===== src/rtl/core/assert_macros.svh =====
// Assertion helpers shared by the RTL.
// Each macro takes a label, a clock, a reset that disables the check,
// the expression to check and the message text.
`ifndef ASSERT_MACROS_SVH
`define ASSERT_MACROS_SVH

`ifndef SYNTHESIS

// The property must hold at every clock edge outside reset.
`define ASSERT_PROP(lbl, clk, rst, prop, msg) \
   lbl: assert property (@(posedge clk) disable iff (rst) (prop)) else $error(msg);

// The condition must never be true at a clock edge outside reset.
`define ASSERT_NEVER(lbl, clk, rst, cond, msg) \
   lbl: assert property (@(posedge clk) disable iff (rst) !(cond)) else $error(msg);

`else

`define ASSERT_PROP(lbl, clk, rst, prop, msg)
`define ASSERT_NEVER(lbl, clk, rst, cond, msg)

`endif

`endif


===== src/rtl/core/itce_pkg.sv =====
`default_nettype none

package itce_pkg;

   localparam logic [15:0] MAX_COUNT     = 16'hFFFF;
   localparam logic [15:0] PROTO_TCP     = 16'd6;
   localparam logic [15:0] IP_CSUM_POS   = 16'd10;  // IP header checksum word
   localparam logic [15:0] TCP_CSUM_OFS  = 16'd16;  // TCP checksum word, segment offset
   localparam logic [15:0] PSEUDO_FIRST  = 16'd12;  // source address, first word
   localparam logic [15:0] PSEUDO_LAST   = 16'd18;  // destination address, last word
   localparam logic [5:0]  HDR_LEN_RESET = 6'd20;
   localparam logic [5:0]  HDR_LEN_MASK  = 6'h3E;

   // Ones-complement sum of three words with end-around carry.
   function automatic logic [15:0] oc_add3(input logic [15:0] a,
                                           input logic [15:0] b,
                                           input logic [15:0] c);
      logic [17:0] s;
      logic [16:0] f;
      s = {2'b00, a} + {2'b00, b} + {2'b00, c};
      f = {1'b0, s[15:0]} + {15'd0, s[17:16]};
      return f[15:0] + {15'd0, f[16]};
   endfunction

endpackage

`default_nettype wire


===== src/rtl/core/ipv4_tcp_checksum_engine_top.sv =====
`default_nettype none
// IPv4 / TCP checksum engine.
//
// req_*  : packet bytes in wire order, starting at the first byte of the IP
//          header; req_tlast marks the final byte of a packet.
// rsp_*  : one result per packet, issued after its last byte: complemented
//          IP header checksum, complemented TCP checksum (pseudo header
//          included), packet length and a malformed flag in rsp_tuser.
// csr_*  : IP header length in bytes (bit 0 ignored), reset value 20. Write
//          only between packets.
//
// Throughput is one byte per clock, except that a packet's last byte waits
// while the final stage is full: each byte needs only one 16-bit add per sum
// with end-around carry. A result passes the input register, then packet
// state / final sums, then the result register where the pseudo header tail
// is added. Reset (synchronous, active high) clears all packet state and
// every pipeline stage and reloads the header length with 20.
// When the receiver stalls, the result is held in rsp; bytes that are not a
// packet's last byte keep flowing, and a last byte waits in the input
// register until the final stage frees up.
`include "assert_macros.svh"

module ipv4_tcp_checksum_engine_top
   import itce_pkg::*;
(
   input  wire logic        clock,
   input  wire logic        reset,
   // request channel
   input  wire logic        req_tvalid,
   output      logic        req_tready,
   input  wire logic [7:0]  req_tdata,    // [7:0] data_byte
   input  wire logic        req_tlast,    // last
   // result channel
   output      logic        rsp_tvalid,
   input  wire logic        rsp_tready,
   output      logic [47:0] rsp_tdata,    // [15:0] ip_checksum, [31:16] tcp_checksum,
                                          // [47:32] packet_length
   output      logic [0:0]  rsp_tuser,    // [0] malformed
   // header length register
   input  wire logic        csr_wr_en,
   input  wire logic [5:0]  csr_wr_data   // ip_header_len
);

   // header length, low bit already cleared
   logic [5:0]  hl_ff;

   // input register
   logic        s1_valid_ff, s1_valid_in;
   logic [7:0]  s1_byte_ff;
   logic        s1_last_ff;

   // packet state
   logic [15:0] cnt_ff, cnt_in;
   logic [15:0] ip_ff, ip_in;
   logic [15:0] tcp_ff, tcp_in;
   logic [7:0]  held_ff, held_in;
   logic        ovf_ff, ovf_in;

   // final sums of a finished packet
   logic        s2_valid_ff, s2_valid_in;
   logic [15:0] s2_ip_ff, s2_tcp_ff, s2_len_ff;
   logic [5:0]  s2_hl_ff;
   logic        s2_ovf_ff;

   // result register
   logic        rsp_valid_ff, rsp_valid_in;
   logic [47:0] rsp_data_ff;
   logic        rsp_mal_ff;

   // handshake
   logic        rsp_free, s2_adv, s1_fire, req_fire;

   // word assembly
   logic        sat, take;
   logic [15:0] pos, word, hl_ext;
   logic        ip_en, seg_en, pse_en;
   logic [15:0] ip_next, tcp_next;

   // final stage
   logic [15:0] seg, tcp_fin;
   logic        short_pkt;

   assign rsp_free   = !rsp_valid_ff || rsp_tready;
   assign s2_adv     = s2_valid_ff && rsp_free;
   // a last byte needs the final stage to be free (or draining)
   assign s1_fire    = s1_valid_ff && (!s1_last_ff || !s2_valid_ff || s2_adv);
   assign req_tready = !s1_valid_ff || s1_fire;
   assign req_fire   = req_tvalid && req_tready;

   // ---------------------------------------------------------------------
   // Word assembly. Every byte is at most one word: an odd byte closes a
   // pair, an even last byte is padded with a zero low byte, and past the
   // saturation point only the held byte is padded on last.
   // ---------------------------------------------------------------------
   assign hl_ext = {10'd0, hl_ff};
   assign sat    = (cnt_ff == MAX_COUNT);
   assign pos    = {cnt_ff[15:1], 1'b0};
   assign take   = sat ? s1_last_ff : (cnt_ff[0] || s1_last_ff);
   assign word   = {cnt_ff[0] ? held_ff : s1_byte_ff,
                    (cnt_ff[0] && !sat) ? s1_byte_ff : 8'd0};

   assign ip_en  = take && (pos < hl_ext) && (pos != IP_CSUM_POS);
   assign seg_en = take && (pos >= hl_ext) && (pos != hl_ext + TCP_CSUM_OFS);
   assign pse_en = take && (pos >= PSEUDO_FIRST) && (pos <= PSEUDO_LAST);

   assign ip_next  = oc_add3(ip_ff, ip_en ? word : 16'd0, 16'd0);
   assign tcp_next = oc_add3(tcp_ff, seg_en ? word : 16'd0, pse_en ? word : 16'd0);

   always_comb begin
      cnt_in  = cnt_ff;
      ip_in   = ip_ff;
      tcp_in  = tcp_ff;
      held_in = held_ff;
      ovf_in  = ovf_ff;
      if (s1_fire) begin
         if (s1_last_ff) begin
            // packet done: state starts over for the next one
            cnt_in  = '0;
            ip_in   = '0;
            tcp_in  = '0;
            held_in = '0;
            ovf_in  = 1'b0;
         end else begin
            ip_in  = ip_next;
            tcp_in = tcp_next;
            if (sat) begin
               ovf_in = 1'b1;
            end else begin
               cnt_in = cnt_ff + 16'd1;
               if (!cnt_ff[0]) begin
                  held_in = s1_byte_ff;
               end
            end
         end
      end
   end

   assign s1_valid_in  = req_fire || (s1_valid_ff && !s1_fire);
   assign s2_valid_in  = (s1_fire && s1_last_ff) || (s2_valid_ff && !s2_adv);
   assign rsp_valid_in = s2_adv || (rsp_valid_ff && !rsp_tready);

   // ---------------------------------------------------------------------
   // Final stage: protocol and segment length go into the TCP sum.
   // ---------------------------------------------------------------------
   assign short_pkt = (s2_len_ff < {10'd0, s2_hl_ff});
   assign seg       = short_pkt ? 16'd0 : (s2_len_ff - {10'd0, s2_hl_ff});
   assign tcp_fin   = oc_add3(s2_tcp_ff, PROTO_TCP, seg);

   // control registers
   always_ff @(posedge clock) begin
      if (reset) begin
         hl_ff        <= HDR_LEN_RESET;
         s1_valid_ff  <= 1'b0;
         s2_valid_ff  <= 1'b0;
         rsp_valid_ff <= 1'b0;
         cnt_ff       <= '0;
         ip_ff        <= '0;
         tcp_ff       <= '0;
         held_ff      <= '0;
         ovf_ff       <= 1'b0;
      end else begin
         if (csr_wr_en) begin
            hl_ff <= csr_wr_data & HDR_LEN_MASK;
         end
         s1_valid_ff  <= s1_valid_in;
         s2_valid_ff  <= s2_valid_in;
         rsp_valid_ff <= rsp_valid_in;
         cnt_ff       <= cnt_in;
         ip_ff        <= ip_in;
         tcp_ff       <= tcp_in;
         held_ff      <= held_in;
         ovf_ff       <= ovf_in;
      end
   end

   // payload registers
   always_ff @(posedge clock) begin
      if (req_fire) begin
         s1_byte_ff <= req_tdata;
         s1_last_ff <= req_tlast;
      end
      if (s1_fire && s1_last_ff) begin
         s2_ip_ff  <= ip_next;
         s2_tcp_ff <= tcp_next;
         s2_len_ff <= sat ? cnt_ff : cnt_ff + 16'd1;
         s2_hl_ff  <= hl_ff;
         s2_ovf_ff <= ovf_ff || sat;
      end
      if (s2_adv) begin
         rsp_data_ff <= {s2_len_ff, ~tcp_fin, ~s2_ip_ff};
         rsp_mal_ff  <= short_pkt || s2_ovf_ff;
      end
   end

   assign rsp_tvalid   = rsp_valid_ff;
   assign rsp_tdata    = rsp_data_ff;
   assign rsp_tuser[0] = rsp_mal_ff;

   `ASSERT_PROP(a_last_reaches_final, clock, reset, (s1_fire && s1_last_ff) |=> s2_valid_ff, "last request lost before final stage")
   `ASSERT_NEVER(a_final_overrun, clock, reset, s1_fire && s1_last_ff && s2_valid_ff && !s2_adv, "final stage overwritten")
   `ASSERT_PROP(a_state_cleared, clock, reset, (s1_fire && s1_last_ff) |=> (cnt_ff == 16'd0 && ip_ff == 16'd0 && tcp_ff == 16'd0), "packet state not cleared")
   `ASSERT_PROP(a_saturate_flags, clock, reset, (sat && s1_fire && !s1_last_ff) |=> (ovf_ff && cnt_ff == MAX_COUNT), "saturated count moved or flag missing")

endmodule

`default_nettype wire

===== config.mk =====
export PLATFORM = sky130hd
export DESIGN_NAME = ipv4_tcp_checksum_engine_top
export DESIGN_NICKNAME = d
export VERILOG_FILES = /design/src/rtl/core/itce_pkg.sv /design/src/rtl/core/ipv4_tcp_checksum_engine_top.sv
export VERILOG_INCLUDE_DIRS = /design/src /design/src/rtl/core
export SDC_FILE = /design/constraint.sdc
export NUM_CORES = 1
export LEC_CHECK = 0
export BUFFER_PORTS_ARGS = -buffer_cell sky130_fd_sc_hd__buf_2
export CELL_PAD_IN_SITES_DETAIL_PLACEMENT = 1
export CELL_PAD_IN_SITES_GLOBAL_PLACEMENT = 1
export CORE_MARGIN = 2
export CORE_UTILIZATION = 25
export DETAILED_ROUTE_END_ITERATION = 8
export PLACE_DENSITY_LB_ADDON = 0.1
export REMOVE_ABC_BUFFERS = 1
export SLEW_MARGIN = 0
export SYNTH_ARGS = -nofsm -noshare
export SYNTH_HDL_FRONTEND = slang
export SYNTH_SLANG_ARGS = --single-unit

===== constraint.sdc =====
create_clock -name clock -period 8.2 [get_ports clock]
set_input_delay 1.64 -clock clock [delete_from_list [all_inputs] [get_ports clock]]
set_output_delay 1.64 -clock clock [all_outputs]
set_load 0.01 [all_outputs]

### Word-level counts from Yosys, hierarchy flattened

Cells that the tools add are included.

* word-level logic and storage cells: 93
* register bits after elaboration: 177
* input port bits: 20

* $lt $le $gt $ge: 5
* $add $sub $neg: 14
* bitwise logic cells: 2
* equality and inequality tests: 4
* reduce and logical (&&, ||, !) cells: 35
* muxes and demuxes: 15

Operators with widths (count)
* 16-bit two-way mux: 8
* 16-bit by 1-bit adder with 16-bit output: 3
* 17-bit by 16-bit adder with 18-bit output: 2
* 16-bit by 16-bit adder with 17-bit output: 2
* 16-bit by 2-bit adder with 17-bit output: 2
* 16-bit by 6-bit less-than comparator with 1-bit output: 2
* 8-bit two-way mux: 4
* 16-bit inverter: 2
* 16-bit by 1-bit adder with 17-bit output: 1
* 16-bit by 3-bit adder with 17-bit output (second input constant): 1
* 16-bit by 1-bit adder with 16-bit output (second input constant): 1
* 16-bit == test (second input constant): 1
* 16-bit by 4-bit >= comparator with 1-bit output (second input constant): 1
* 16-bit by 6-bit >= comparator with 1-bit output: 1
* 16-bit by 5-bit <= comparator with 1-bit output (second input constant): 1
* 16-bit by 7-bit != test with 1-bit output: 1
* 16-bit by 6-bit subtractor with 16-bit output: 1
* 15-bit by 3-bit != test with 1-bit output (second input constant): 1
* 1-bit logical AND: 14
* 1-bit logical OR: 10
* 1-bit logical NOT: 8
* 6-bit by 5-bit adder with 7-bit output (second input constant): 1
* 2-bit AND reduction: 2
* 1-bit two-way mux: 3
* 2 further kinds: 2

### Longest topological paths before layout

Gate-level depths: netlist of run 1.

* depth after elaboration: 10
* depth in mapped cells: 40
* mapped depth without buffers: 39

### Least setup slack after synthesis of run 1

Ideal clock, no wire load.

* path type: reg2reg
* start point: register cnt_ff[2]
* end point: register s2_tcp_ff[14], data pin
* clock period less this slack: 8.330 ns
* slack: -0.130 ns
* cell stages (with the launch flop): 37
* data required time: 7.927 ns
* path buffers: 4
* arrival: 8.057 ns
* library setup time: 0.273 ns
* cell sequence: dfxtp_1 -> clkbuf_1 -> and3_1 -> and3_1 -> nand3_1 -> nor2b_1 -> nand3_1 -> a21oi_1 -> or3b_2 -> clkbuf_1 -> clkbuf_1 -> nor2_1 -> fa_1 -> ha_1 -> clkbuf_1 -> o21ai_0 -> a21oi_1 -> a221oi_1 -> o21bai_1 -> a21oi_1 -> o21bai_1 -> a21oi_1 -> xnor2_1 -> ha_1 -> fa_1 -> nand3_1 -> nor4_1 -> nand4_1 -> nor4_1 -> ha_1 -> ha_1 -> nand2_1 -> or4_1 -> and3b_1 -> o2111ai_1 -> o21ai_0 -> xnor2_1

* longest elaborated chain between the ends: 9
* elaborated cells between the ends (all ways): 19

Ends and longest elaborated chain
* start: declaration: line ipv4_tcp_checksum_engine_top.sv:53 `logic [15:0] cnt_ff, cnt_in;`
* start signal: assignment: line ipv4_tcp_checksum_engine_top.sv:168 `cnt_ff <= cnt_in;`
* branches (longest 6 deep; another with 16-bit by 16-bit adder with 17-bit output)
* 17-bit by 16-bit adder with 18-bit output *: line itce_pkg.sv:20 `s = {2'b00, a} + {2'b00, b} + {2'b00, c};`
* 16-bit by 2-bit adder with 17-bit output *: line itce_pkg.sv:21 `f = {1'b0, s[15:0]} + {15'd0, s[17:16]};`
* 16-bit by 1-bit adder with 16-bit output *: line itce_pkg.sv:22 `return f[15:0] + {15'd0, f[16]};`
* net tcp_next[14]: line ipv4_tcp_checksum_engine_top.sv:77 `logic [15:0] ip_next, tcp_next;`
* end signal: assignment: line ipv4_tcp_checksum_engine_top.sv:184 `s2_tcp_ff <= tcp_next;`
* end: declaration: line ipv4_tcp_checksum_engine_top.sv:61 `logic [15:0] s2_ip_ff, s2_tcp_ff, s2_len_ff;`

Mark *: on every way through the listed nets, which the timed path passes.
A chain may end at the register's enable or synchronous reset.

### Final worst setup path of run 1

* start point: register s2_len_ff[2]
* end point: register rsp_data_ff[26] (netlist: rsp_tdata[26]), data pin

* longest elaborated chain between the ends: 6
* elaborated cells between the ends (all ways): 7

Ends and longest elaborated chain
* start: declaration: line ipv4_tcp_checksum_engine_top.sv:61
* start signal: assignment: line ipv4_tcp_checksum_engine_top.sv:185 `s2_len_ff <= sat ? cnt_ff : cnt_ff + 16'd1;`
* 16-bit by 6-bit subtractor with 16-bit output or 16-bit by 6-bit less-than comparator with 1-bit output (tied branches): line ipv4_tcp_checksum_engine_top.sv:146, ipv4_tcp_checksum_engine_top.sv:145
* 16-bit two-way mux *: line ipv4_tcp_checksum_engine_top.sv:146 `assign seg = short_pkt ? 16'd0 : (s2_len_ff - {10'd0, s2_hl_ff});`
* 17-bit by 16-bit adder with 18-bit output *: line itce_pkg.sv:20
* 16-bit by 2-bit adder with 17-bit output *: line itce_pkg.sv:21
* 16-bit by 1-bit adder with 16-bit output *: line itce_pkg.sv:22
* 16-bit inverter *: line ipv4_tcp_checksum_engine_top.sv:190 `rsp_data_ff <= {s2_len_ff, ~tcp_fin, ~s2_ip_ff};`
* end signal: assignment: line ipv4_tcp_checksum_engine_top.sv:190
* end: declaration: line ipv4_tcp_checksum_engine_top.sv:67 `logic [47:0] rsp_data_ff;`

Every way passes the cells marked *; elsewhere a longest branch is shown, timed or not.

==> metrics.txt, run 1 <==
Die H 225 um; largest cells by area after synthesis edfxtp_1 28%, dfxtp_1 11%, ha_1 8.9%, xnor2_1 4.7%, nor2_1 4.6%; Final WS setup 0.490 ns; Hold Path Class reg2reg; prevailing post-synth register cell edfxtp_1; async set-reset flop share out of synthesis 0%; post-synthesis cell type count 92; R2R Setup Slk 0.49 ns; vias in the first global route 10534; sequential area share after synthesis 38.3%; GPL Wtd Cong 0.790; Pins Over Slew Limit 0; die area 0.0505 sq mm; layout cells sized above 1 23.2%; status complete, no violations; Worst setup EP type flip-flop; io pins 71; first-pass GRT wire length 59300 um; worst hold slack 0.457 ns; power per cell area 140 mW/mm^2; Tightest Pin Transition 1.04 ns; leakage power 6.44 nW; fillcell total 5525; DP Worst Slack -0.199 ns; Placed Area 0.0144 sq mm; peak supply drop 0.000136 V; root buf cell clkbuf_16; Ys Warns 0; Min-Delay Endpoint tcp_ff[1]; met3 WL 1040 um; CP required 8.43 ns; Reg2Reg Depth 38; fmax 130 MHz; GRT overflow 0; initial antenna violation count 0; Final nets 1619; crit-path most repeated cell ha_1; Crit Path Max Fanout 4; Cell Area, Synth 0.0122 sq mm; CP Launch Type flip-flop; initial DRC count 398; clk_lat worst skew 0.49 ns; Crit-path slowest cell a2111o_1; post-synthesis register bit count 177; Avg Synthesized Cell Area 9.61 sq um; DR DRC count 0; critical path class reg2reg; final period utilization 94.0%; CTS clk-pin slew, worst paths 0.07 ns; uppermost layer routed met4; Post-Syn Instances 1268; Finished Cell Area 0.0152 sq mm; Max Buffers Root-to-Sink 2; TritonCTS Sinks 177; minimum period implied by the final worst setup slack 7.71 ns; Num CTS Buffers 17; EDFF count, synth 112; H-Tree Depth 4; CTS tree yes; Slew HR 30.5%; WL/cell 17.8 um; final setup TNS 0 ns; row count 80; dpl hpwl 29500 um; core box area 0.0479 sq mm; wire length on met2 18000 um; area grow syn2layout 25.1%; Setup violations, final 0; wire length on met1 18100 um; Synth area leader edfxtp_1; Die W 225 um; starting density of the core 25.4%; DR vias 10287; final wirelength 37800 um; reg-to-reg endpoint rsp_tdata[26]; Worst Hold Depth 2; Critical Path AT 7.94 ns; RR Startpoint s2_len_ff[2]; GR Util All Layers 15.5%; Setup Skew 0.0140 ns; final hold viol count 0; drt pass-1 iters 5; IO Port Bufs 69; Hold Crit Start tcp_ff[1]; post-synth top area share 27.6%; Routed Antenna Nets 0; biggest cell delay along the critical path 0.48 ns; CTS Hold Bufs 0; largest net degree at the start of global routing 62; DR vias/cell 4.86; number of max-cap violations 0
## flip-flops by register name, indices dropped and copies added (netlist names), 5 cells and up
| register | flops |
|---|---|
| ip_ff | 16 |
| s1_byte_ff | 8 |
| cnt_ff | 16 |
| hl_ff | 5 |
| s2_len_ff | 16 |
| rsp_tdata | 48 |
| s2_tcp_ff | 16 |
| held_ff | 8 |
| tcp_ff | 16 |
| s2_hl_ff | 5 |
| s2_ip_ff | 16 |
## metal layers
layer	vias to the layer above	GRT usage [%]
met3	29	2.66
met1	5025	20.3
met2	106	25.8
met5	-	0
li1	5127	-
met4	0	4.87
## worst max path at each step
stage                     to  depth (start not counted)          from  slack [ns]
2_1_floorplan  s2_tcp_ff[14]                         32     cnt_ff[0]       -0.23
3_3_place_gp   s2_tcp_ff[14]                         34     cnt_ff[2]       -0.19
6_report       rsp_tdata[26]                         38  s2_len_ff[2]        0.49
3_5_place_dp      tcp_ff[14]                         34     cnt_ff[2]       -0.20
4_1_cts           tcp_ff[14]                         38     cnt_ff[2]        0.01
5_1_grt        rsp_tdata[26]                         37  s2_len_ff[2]       -0.06
## kinds of logic (layout without fill, tap and decap cells)
kind of cell / Yosys count / after routing / synth area share [%]
buffers and inverters: 116 / 350 / 4.03
AOI/OAI and AO/OA: 290 / 290 / 16.7
muxes: 17 / 17 / 1.42
xor gates and xnor gates: 109 / 109 / 7.90
and+or+nand+nor: 450 / 450 / 19.1
adders and majority gates: 109 / 109 / 12.6
other: 0 / 1 / 0
DFF: 177 / 177 / 38.3
## timing repair
action                                  CTS  global route
pin swaps                                 1            14
gates resized for setup                   9            43
setup buffers                             0             6
endpoints found under the setup margin   20            40
## placed cells by master, fill, tap and decap left out, types with 28 or more instances in the layout
cell      instances
nor3_1           31
xnor2_1          65
dfxtp_1          64
a22oi_1          42
and3_1           28
edfxtp_1        112
buf_2            69
a21oi_1          56
inv_1            70
ha_1             80
o21ai_0          39
nand2_1          62
a21o_1           28
buf_4           173
xor2_1           43
nand3_1          29
nor2_1          147
## power breakdown
group          leakage [nW]  switching, mW  internal (mW)  total, mW
logic                  4.56          0.188          0.123      0.311
clock network         0.275          0.382          0.457      0.839
registers              1.61         0.0145          0.972      0.987
## cell usage after synthesis, types with 7 or more instances
cell type,n
a31oi_1,8
and3_1,28
and2_1,11
o21ai_0,46
clkbuf_1,35
fa_1,22
a21oi_1,59
a211oi_1,12
nor3_1,33
ha_1,87
o211ai_1,9
nor4_1,9
a21o_1,28
a211o_1,7
nand2_1,64
xor2_1,43
o21a_1,11
inv_1,71
dfxtp_1,65
xnor2_1,65
nand3_1,31
nand2b_1,11
mux2i_1,15
or3_1,14
nand3b_1,12
a2111o_1,7
nor2_1,150
nor2b_1,18
nand4_1,22
edfxtp_1,112
a22oi_1,42
## layout make-up
class | count | area [sq um] | share of cell area (%)
diodes | 1 | 2.50 | 0.0164
clock buffers | 20 | 447 | 2.93
clock inverters | 11 | 128 | 0.837
inverters | 72 | 270 | 1.77
multi-input cells | 975 | 7220 | 47.4
flip-flops and latches | 177 | 4670 | 30.6
well taps | 615 | 769 | 5.05
repair buffers | 247 | 1740 | 11.4
## metrics by stage
stage | cells | power [mW] | utilization, %
2_1_floorplan | 1224 | 1.19 | -
3_3_place_gp | 2080 | 1.31 | 30.1
3_5_place_dp | 2080 | 1.32 | 30.1
4_1_cts | 2111 | 2.18 | 31.3
5_1_grt | 2117 | 2.24 | 31.8
6_report | 2118 | 2.14 | 31.8
## critical path, delay by kind of cell (launching register included)
| kind | cells | cell delay [ns] |
|---|---|---|
| AND/OR/NAND/NOR | 16 | 2.87 |
| AO/OA/AOI/OAI | 10 | 2.02 |
| adder cells (fa/ha/maj) | 7 | 1.52 |
| flip-flops | 1 | 0.41 |
| buffers and inverters | 3 | 0.35 |
| XOR/XNOR | 2 | 0.29 |
Power figures use the tool's default switching activity.
==> run 2: changes to the inputs <==
--- a/config.mk
+++ b/config.mk
@@ -6,6 +6,7 @@
 export SDC_FILE = /design/constraint.sdc
 export NUM_CORES = 1
 export LEC_CHECK = 0
+export ABC_AREA = 1
 export BUFFER_PORTS_ARGS = -buffer_cell sky130_fd_sc_hd__buf_2
 export CELL_PAD_IN_SITES_DETAIL_PLACEMENT = 1
 export CELL_PAD_IN_SITES_GLOBAL_PLACEMENT = 1
==> run 2 against run 1 <==
Design area grew 2.4%. Final cell count is 20% higher. Sequential power decreased by 0.5%. Routed wire length increased by 5.8%. Global-route usage rose by 0.067 points. Sequential cell count is the same. Area after synthesis increased by 4.3%. Non-clock buffer count down 71. Fmax is 1.5% higher. Critical endpoint is now rsp_tdata[29].
==> metrics.txt, run 2 <==
Final nets 1983 (was 1619); Finished Cell Area 0.0156 sq mm (was 0.0152 sq mm); Synth area leader edfxtp_1 (unchanged); GR Util All Layers 15.5% (about the same); Die W 229 um (was 225 um); CP startpoint s2_len_ff[2] (unchanged); power per cell area 139 mW/mm^2 (was 140 mW/mm^2); Critical Path AT 7.83 ns (was 7.94 ns); CP Launch Type flip-flop (unchanged); Crit-path slowest cell edfxtp_1 (was a2111o_1); RR Startpoint s2_len_ff[2] (unchanged); biggest cell delay along the critical path 0.40 ns (was 0.48 ns); top-count cell post-synth nand2_1 (was nor2_1); Worst setup EP type flip-flop (unchanged); WL/cell 15.8 um (was 17.8 um); sequential area share after synthesis 36.7% (was 38.3%); area grow syn2layout 22.9% (was 25.1%); power consumption 2.17 mW (was 2.14 mW); final hold viol count 0 (unchanged); CTS tree yes (unchanged); worst hold slack 0.461 ns (was 0.457 ns); dpl hpwl 32400 um (was 29500 um); GPL Wtd Cong 0.813 (was 0.790); WP buf/inv 5 (was 3); RSZ-0062 raised after global routing yes; EDFF count, synth 112 (unchanged); Hold Path Class reg2reg (unchanged); Tightest Pin Transition 0.957 ns (was 1.04 ns); WP depth 52 (was 38); fmax 132 MHz (was 130 MHz); crit-path most repeated cell nand2_1 (was ha_1); io pins 71 (unchanged); root buf cell clkbuf_16 (unchanged); Post-synth top cells 466 x nand2_1, 262 x inv_1, 170 x nor2_1 (was 150 x nor2_1, 112 x edfxtp_1, 87 x ha_1); initial antenna violation count 0 (unchanged); core box area 0.0502 sq mm (was 0.0479 sq mm); prevailing post-synth register cell edfxtp_1 (unchanged); Cell Area, Synth 0.0127 sq mm (was 0.0122 sq mm); die area 0.0526 sq mm (was 0.0505 sq mm); Post-Syn Instances 1686 (was 1268); reg-to-reg endpoint rsp_tdata[29] (was rsp_tdata[26]); Reg2Reg Depth 52 (was 38); async set-reset flop share out of synthesis 0% (unchanged); R2R Setup Slk 0.60 ns (was 0.49 ns); CTS Hold Bufs 0 (unchanged); post-synth top area share 26.5% (was 27.6%); critical path class reg2reg (unchanged); Ys Warns 0 (unchanged); final wirelength 40000 um (was 37800 um); largest net degree at the start of global routing 63 (was 62); vias in the first global route 11828 (was 10534); Routed Antenna Nets 0 (unchanged); status complete, no violations (unchanged); Setup Skew 0.0147 ns (was 0.0140 ns); TritonCTS Sinks 177 (unchanged); IO Port Bufs 69 (unchanged); CP required 8.43 ns (about the same); Slew HR 35.8% (was 30.5%); post-synthesis cell type count 53 (was 92); max reg flops 48 (unchanged); worst setup path endpoint rsp_tdata[29] (was rsp_tdata[26]); Placed Area 0.0145 sq mm (was 0.0144 sq mm); Die H 229 um (was 225 um); final period utilization 92.7% (was 94.0%); initial DRC count 315 (was 398); Pins Over Slew Limit 0 (unchanged); clk_lat worst skew 0.49 ns (about the same); drt pass-1 iters 7 (was 5); Avg Synthesized Cell Area 7.54 sq um (was 9.61 sq um); Top delay family on crit path simple AND/OR/NAND/NOR gates (unchanged); Diodes inserted 0 (was 1); Crit Path Max Fanout 9 (was 4); Setup violations, final 0 (unchanged); DR vias 11194 (was 10287); DR DRC count 0 (unchanged); DR vias/cell 4.41 (was 4.86); most frequent cells in the layout 460 x nand2_1, 258 x inv_1, 159 x nor2_1, 112 x edfxtp_1, 102 x buf_4 (was 173 x buf_4, 147 x nor2_1, 112 x edfxtp_1, 80 x ha_1, 70 x inv_1); leakage power 6.99 nW (was 6.44 nW); row count 82 (was 80); starting density of the core 25.3% (was 25.4%); GRT overflow 0 (unchanged); first-pass GRT wire length 63400 um (was 59300 um); layout cells sized above 1 18.4% (was 23.2%); peak supply drop 0.000141 V (was 0.000136 V); number of max-cap violations 0 (unchanged); largest cells by area after synthesis edfxtp_1 26%, nand2_1 14%, dfxtp_1 10%, ha_1 8.6%, inv_1 7.7% (was edfxtp_1 28%, dfxtp_1 11%, ha_1 8.9%, xnor2_1 4.7%, nor2_1 4.6%); minimum period implied by the final worst setup slack 7.60 ns (was 7.71 ns); CTS clk-pin slew, worst paths 0.08 ns (was 0.07 ns); Num CTS Buffers 17 (unchanged); commonest non-fill, non-tap cell in the layout nand2_1 (was buf_4); H-Tree Depth 4 (unchanged); Max Buffers Root-to-Sink 2 (unchanged); post-synthesis register bit count 177 (unchanged)
run 2: cell count changes after synthesis, moves of 26 or more:
cell     change
nand2_1    +402
inv_1      +191
nand3_1     +67
a21oi_1     +49
a22oi_1     -42
xnor2_1     -39
and3_1      -28
a21o_1      -26
run 2: metal layers:
| metal | part of all wire [%] | GRT usage, % |
|---|---|---|
| met4 | 1.5 | 4.73 |
| met5 | 0 | 0 |
| met3 | 1.8 | 2.14 |
| met1 | 48 | 19.6 |
| met2 | 49 | 27.3 |
run 2: area by class of cell:
cell class	instances	area [sq um]
Fill cell	6125	34600
Multi-Input combinational cell	1209	7240
Inverter	273	1020
Clock buffer	18	439
Clock inverter	14	191
Timing Repair Buffer	176	1210
Tap cell	672	841
Sequential cell	177	4670
run 2: kinds of logic (layout without fill, tap and decap cells):
family	after synthesis	count (layout)	synth area share, %
mux	1	1	0.0788
flops	177	177	36.7
simple gates	858	858	29.5
fa+ha+maj	109	109	12.0
buf+inv	300	481	8.97
xor+xnor	66	66	5.14
compound gates	175	175	7.53
run 2: what timing repair did:
action | 4_1_cts | 5_1_grt
pin swaps | 1 | 22
cloned | 0 | 1
buffers inserted | 0 | 11
gates resized for setup | 3 | 66
endpoints found under the setup margin | 5 | 30
run 2: worst min path at each step:
stage / slack (ns) / to / depth (start not counted) / start
floorplan: 0.41 / s2_hl_ff[2] / 0 / hl_ff[2]
global placement: 0.42 / s2_hl_ff[2] / 0 / hl_ff[2]
global route: 0.47 / s2_hl_ff[3] / 0 / hl_ff[3]
CTS: 0.46 / rsp_tdata[33] / 0 / s2_len_ff[1]
detailed placement: 0.44 / rsp_tdata[33] / 0 / s2_len_ff[1]
finish: 0.46 / rsp_tdata[33] / 0 / s2_len_ff[1]
run 2: report_power, final:
part | total, mW | leakage [nW] | switching (mW) | internal (mW)
Sequential | 0.982 | 1.57 | 0.0121 | 0.969
Combinational | 0.300 | 5.11 | 0.201 | 0.0992
Clock | 0.887 | 0.306 | 0.414 | 0.473
Total | 2.17 | 6.99 | 0.628 | 1.54
run 2: metrics by stage:
step	TNS (ns)	util (%)	cells	setup slack (ns)
final	0	31.1	2539	0.602
after global routing	-0.388	31.1	2539	-0.120
after CTS	0	30.3	2527	0.0270
after detailed placement	-0.268	29.0	2495	-0.122
after global placement	-0.149	29.0	2495	-0.0785
after floorplan	0	-	1659	1.27
==> run 3: changes to the inputs <==
--- a/config.mk
+++ b/config.mk
@@ -10,7 +10,6 @@
 export BUFFER_PORTS_ARGS = -buffer_cell sky130_fd_sc_hd__buf_2
 export CELL_PAD_IN_SITES_DETAIL_PLACEMENT = 1
 export CELL_PAD_IN_SITES_GLOBAL_PLACEMENT = 1
-export CORE_MARGIN = 2
 export CORE_UTILIZATION = 25
 export DETAILED_ROUTE_END_ITERATION = 8
 export PLACE_DENSITY_LB_ADDON = 0.1
==> run 3 against run 2 <==
Sequential share of layout area is 0.18 points higher. Clock skew rose by 0.0080 ns. Power down 0.82%. Worst hold slack worse by 0.022 ns. Critical endpoint is now rsp_tdata[30].
==> metrics.txt, run 3 (synthesis gave the netlist of run 2 again) <==
GRT overflow 0 (unchanged); CTS Hold Bufs 0 (unchanged); CTS clk-pin slew, worst paths 0.08 ns (about the same); IO Port Bufs 69 (unchanged); R2R Setup Slk 0.44 ns (was 0.60 ns); DR vias/cell 4.41 (about the same); core box area 0.0502 sq mm (unchanged); Diodes inserted 0 (unchanged); Die H 227 um (was 229 um); Tightest Pin Transition 0.885 ns (was 0.957 ns); crit-path most repeated cell nand2_1 (unchanged); io pins 71 (unchanged); worst hold slack 0.438 ns (was 0.461 ns); Setup Skew 0.0227 ns (was 0.0147 ns); Num CTS Buffers 17 (unchanged); status complete, no violations (unchanged); root buf cell clkbuf_16 (unchanged); CP Launch Type flip-flop (unchanged); Setup violations, final 0 (unchanged); final period utilization 94.6% (was 92.7%); WL/cell 15.6 um (was 15.8 um); largest net degree at the start of global routing 63 (unchanged); DR vias 11241 (was 11194); max reg flops 48 (unchanged); Crit Path Max Fanout 3 (was 9); clk_lat worst skew 0.50 ns (was 0.49 ns); commonest non-fill, non-tap cell in the layout nand2_1 (unchanged); minimum period implied by the final worst setup slack 7.76 ns (was 7.60 ns); vias in the first global route 11629 (was 11828); fin cells 2549 (was 2539); WP buf/inv 7 (was 5); CP startpoint s2_len_ff[2] (unchanged); final wirelength 39700 um (was 40000 um); power per cell area 139 mW/mm^2 (about the same); DR DRC count 0 (unchanged); Worst setup EP type flip-flop (unchanged); Final nets 1993 (was 1983); final setup TNS 0 ns (unchanged); initial antenna violation count 0 (unchanged); peak supply drop 0.000146 V (was 0.000141 V); Pins Over Slew Limit 0 (unchanged); Slew HR 40.6% (was 35.8%); area grow syn2layout 22.1% (was 22.9%); biggest cell delay along the critical path 0.39 ns (was 0.40 ns); CTS tree yes (unchanged); Die W 227 um (was 229 um); die area 0.0517 sq mm (was 0.0526 sq mm); Routed Antenna Nets 0 (unchanged); power consumption 2.15 mW (was 2.17 mW); fmax 129 MHz (was 132 MHz); Placed Cells 2512 (was 2495); layout cells sized above 1 18.3% (was 18.4%); most frequent cells in the layout 463 x nand2_1, 257 x inv_1, 162 x nor2_1, 116 x buf_4, 112 x edfxtp_1 (was 460 x nand2_1, 258 x inv_1, 159 x nor2_1, 112 x edfxtp_1, 102 x buf_4); GPL Wtd Cong 0.821 (was 0.813); first-pass GRT wire length 62900 um (was 63400 um); starting density of the core 25.3% (unchanged); dpl hpwl 32600 um (was 32400 um); H-Tree Depth 4 (unchanged); critical path class reg2reg (unchanged); number of max-cap violations 0 (unchanged); RSZ-0062 raised after global routing yes (unchanged); multi-input logic area 0.00715 sq mm (was 0.00724 sq mm); RR Startpoint s2_len_ff[2] (unchanged); leakage power 7.02 nW (was 6.99 nW); Hold Crit Start hl_ff[2] (was s2_len_ff[1]); Top delay family on crit path simple AND/OR/NAND/NOR gates (unchanged); initial DRC count 333 (was 315); CP required 8.45 ns (was 8.43 ns); TritonCTS Sinks 177 (unchanged); final hold viol count 0 (unchanged); Hold Path Class reg2reg (unchanged); Sequential Area 0.00467 sq mm (unchanged); Max Buffers Root-to-Sink 2 (unchanged); row count 82 (unchanged); Crit-path slowest cell edfxtp_1 (unchanged); fillcell total 6080 (was 6125); drt pass-1 iters 4 (was 7); Critical Path AT 8.00 ns (was 7.83 ns); GR Util All Layers 16.1% (was 15.5%)
[run 3: cell types whose count changed in the layout (fill, tap and decap cells not counted), sizes merged]
| cell | change |
|---|---|
| bufinv | -1 |
| inv | +2 |
| clkinvlp | -1 |
| clkinv | +1 |
| clkbuf | -2 |
| buf | +11 |
[run 3: layout make-up]
cell class,instances,area share [%]
clock buffer,17,2.74
clock inverter,15,1.19
tap,672,5.42
multi-input combinational,1209,46.1
timing repair buffer,186,7.91
sequential,177,30.1
inverter,273,6.60
[run 3: metal layers]
metal / routed length (um) / share of wire [%] / track usage, % / vias to the layer above
met2: 19800 / 50 / 28.4 / 94
met5: 0 / 0 / 0 / -
li1: - / - / - / 5783
met3: 1000 / 2.5 / 2.41 / 21
met1: 18400 / 46 / 20.2 / 5343
met4: 503 / 1.3 / 4.55 / 0
[run 3: path summary, 6_finish.rpt]
kind | to | cells past startpoint
worst max-delay path | rsp_tdata[30] | 55
worst max register to register | rsp_tdata[30] | 55
worst min-delay path | s2_hl_ff[2] | 0
worst min register to register | s2_hl_ff[2] | 0
[run 3: per-stage QoR]
step	instance area, sq um	setup WS [ns]	utilization (%)
3_3_place_gp	14600	0.00458	29.2
3_5_place_dp	14600	-0.176	29.2
6_report	15500	0.443	30.9
4_1_cts	15300	0.0766	30.5
2_1_floorplan	12600	1.27	-
5_1_grt	15500	-0.151	30.9
[run 3: repair_timing]
action / 4_1_cts / 5_1_grt
buffers inserted: 0 / 5
gates resized for setup: 4 / 53
endpoints found under the setup margin: 4 / 34
pin swaps: 0 / 12
[run 3: report_power, final]
group / total (mW) / switching [mW] / internal, mW
registers: 0.981 / 0.0112 / 0.969
clock network: 0.869 / 0.430 / 0.439
logic: 0.302 / 0.201 / 0.101
total: 2.15 / 0.642 / 1.51
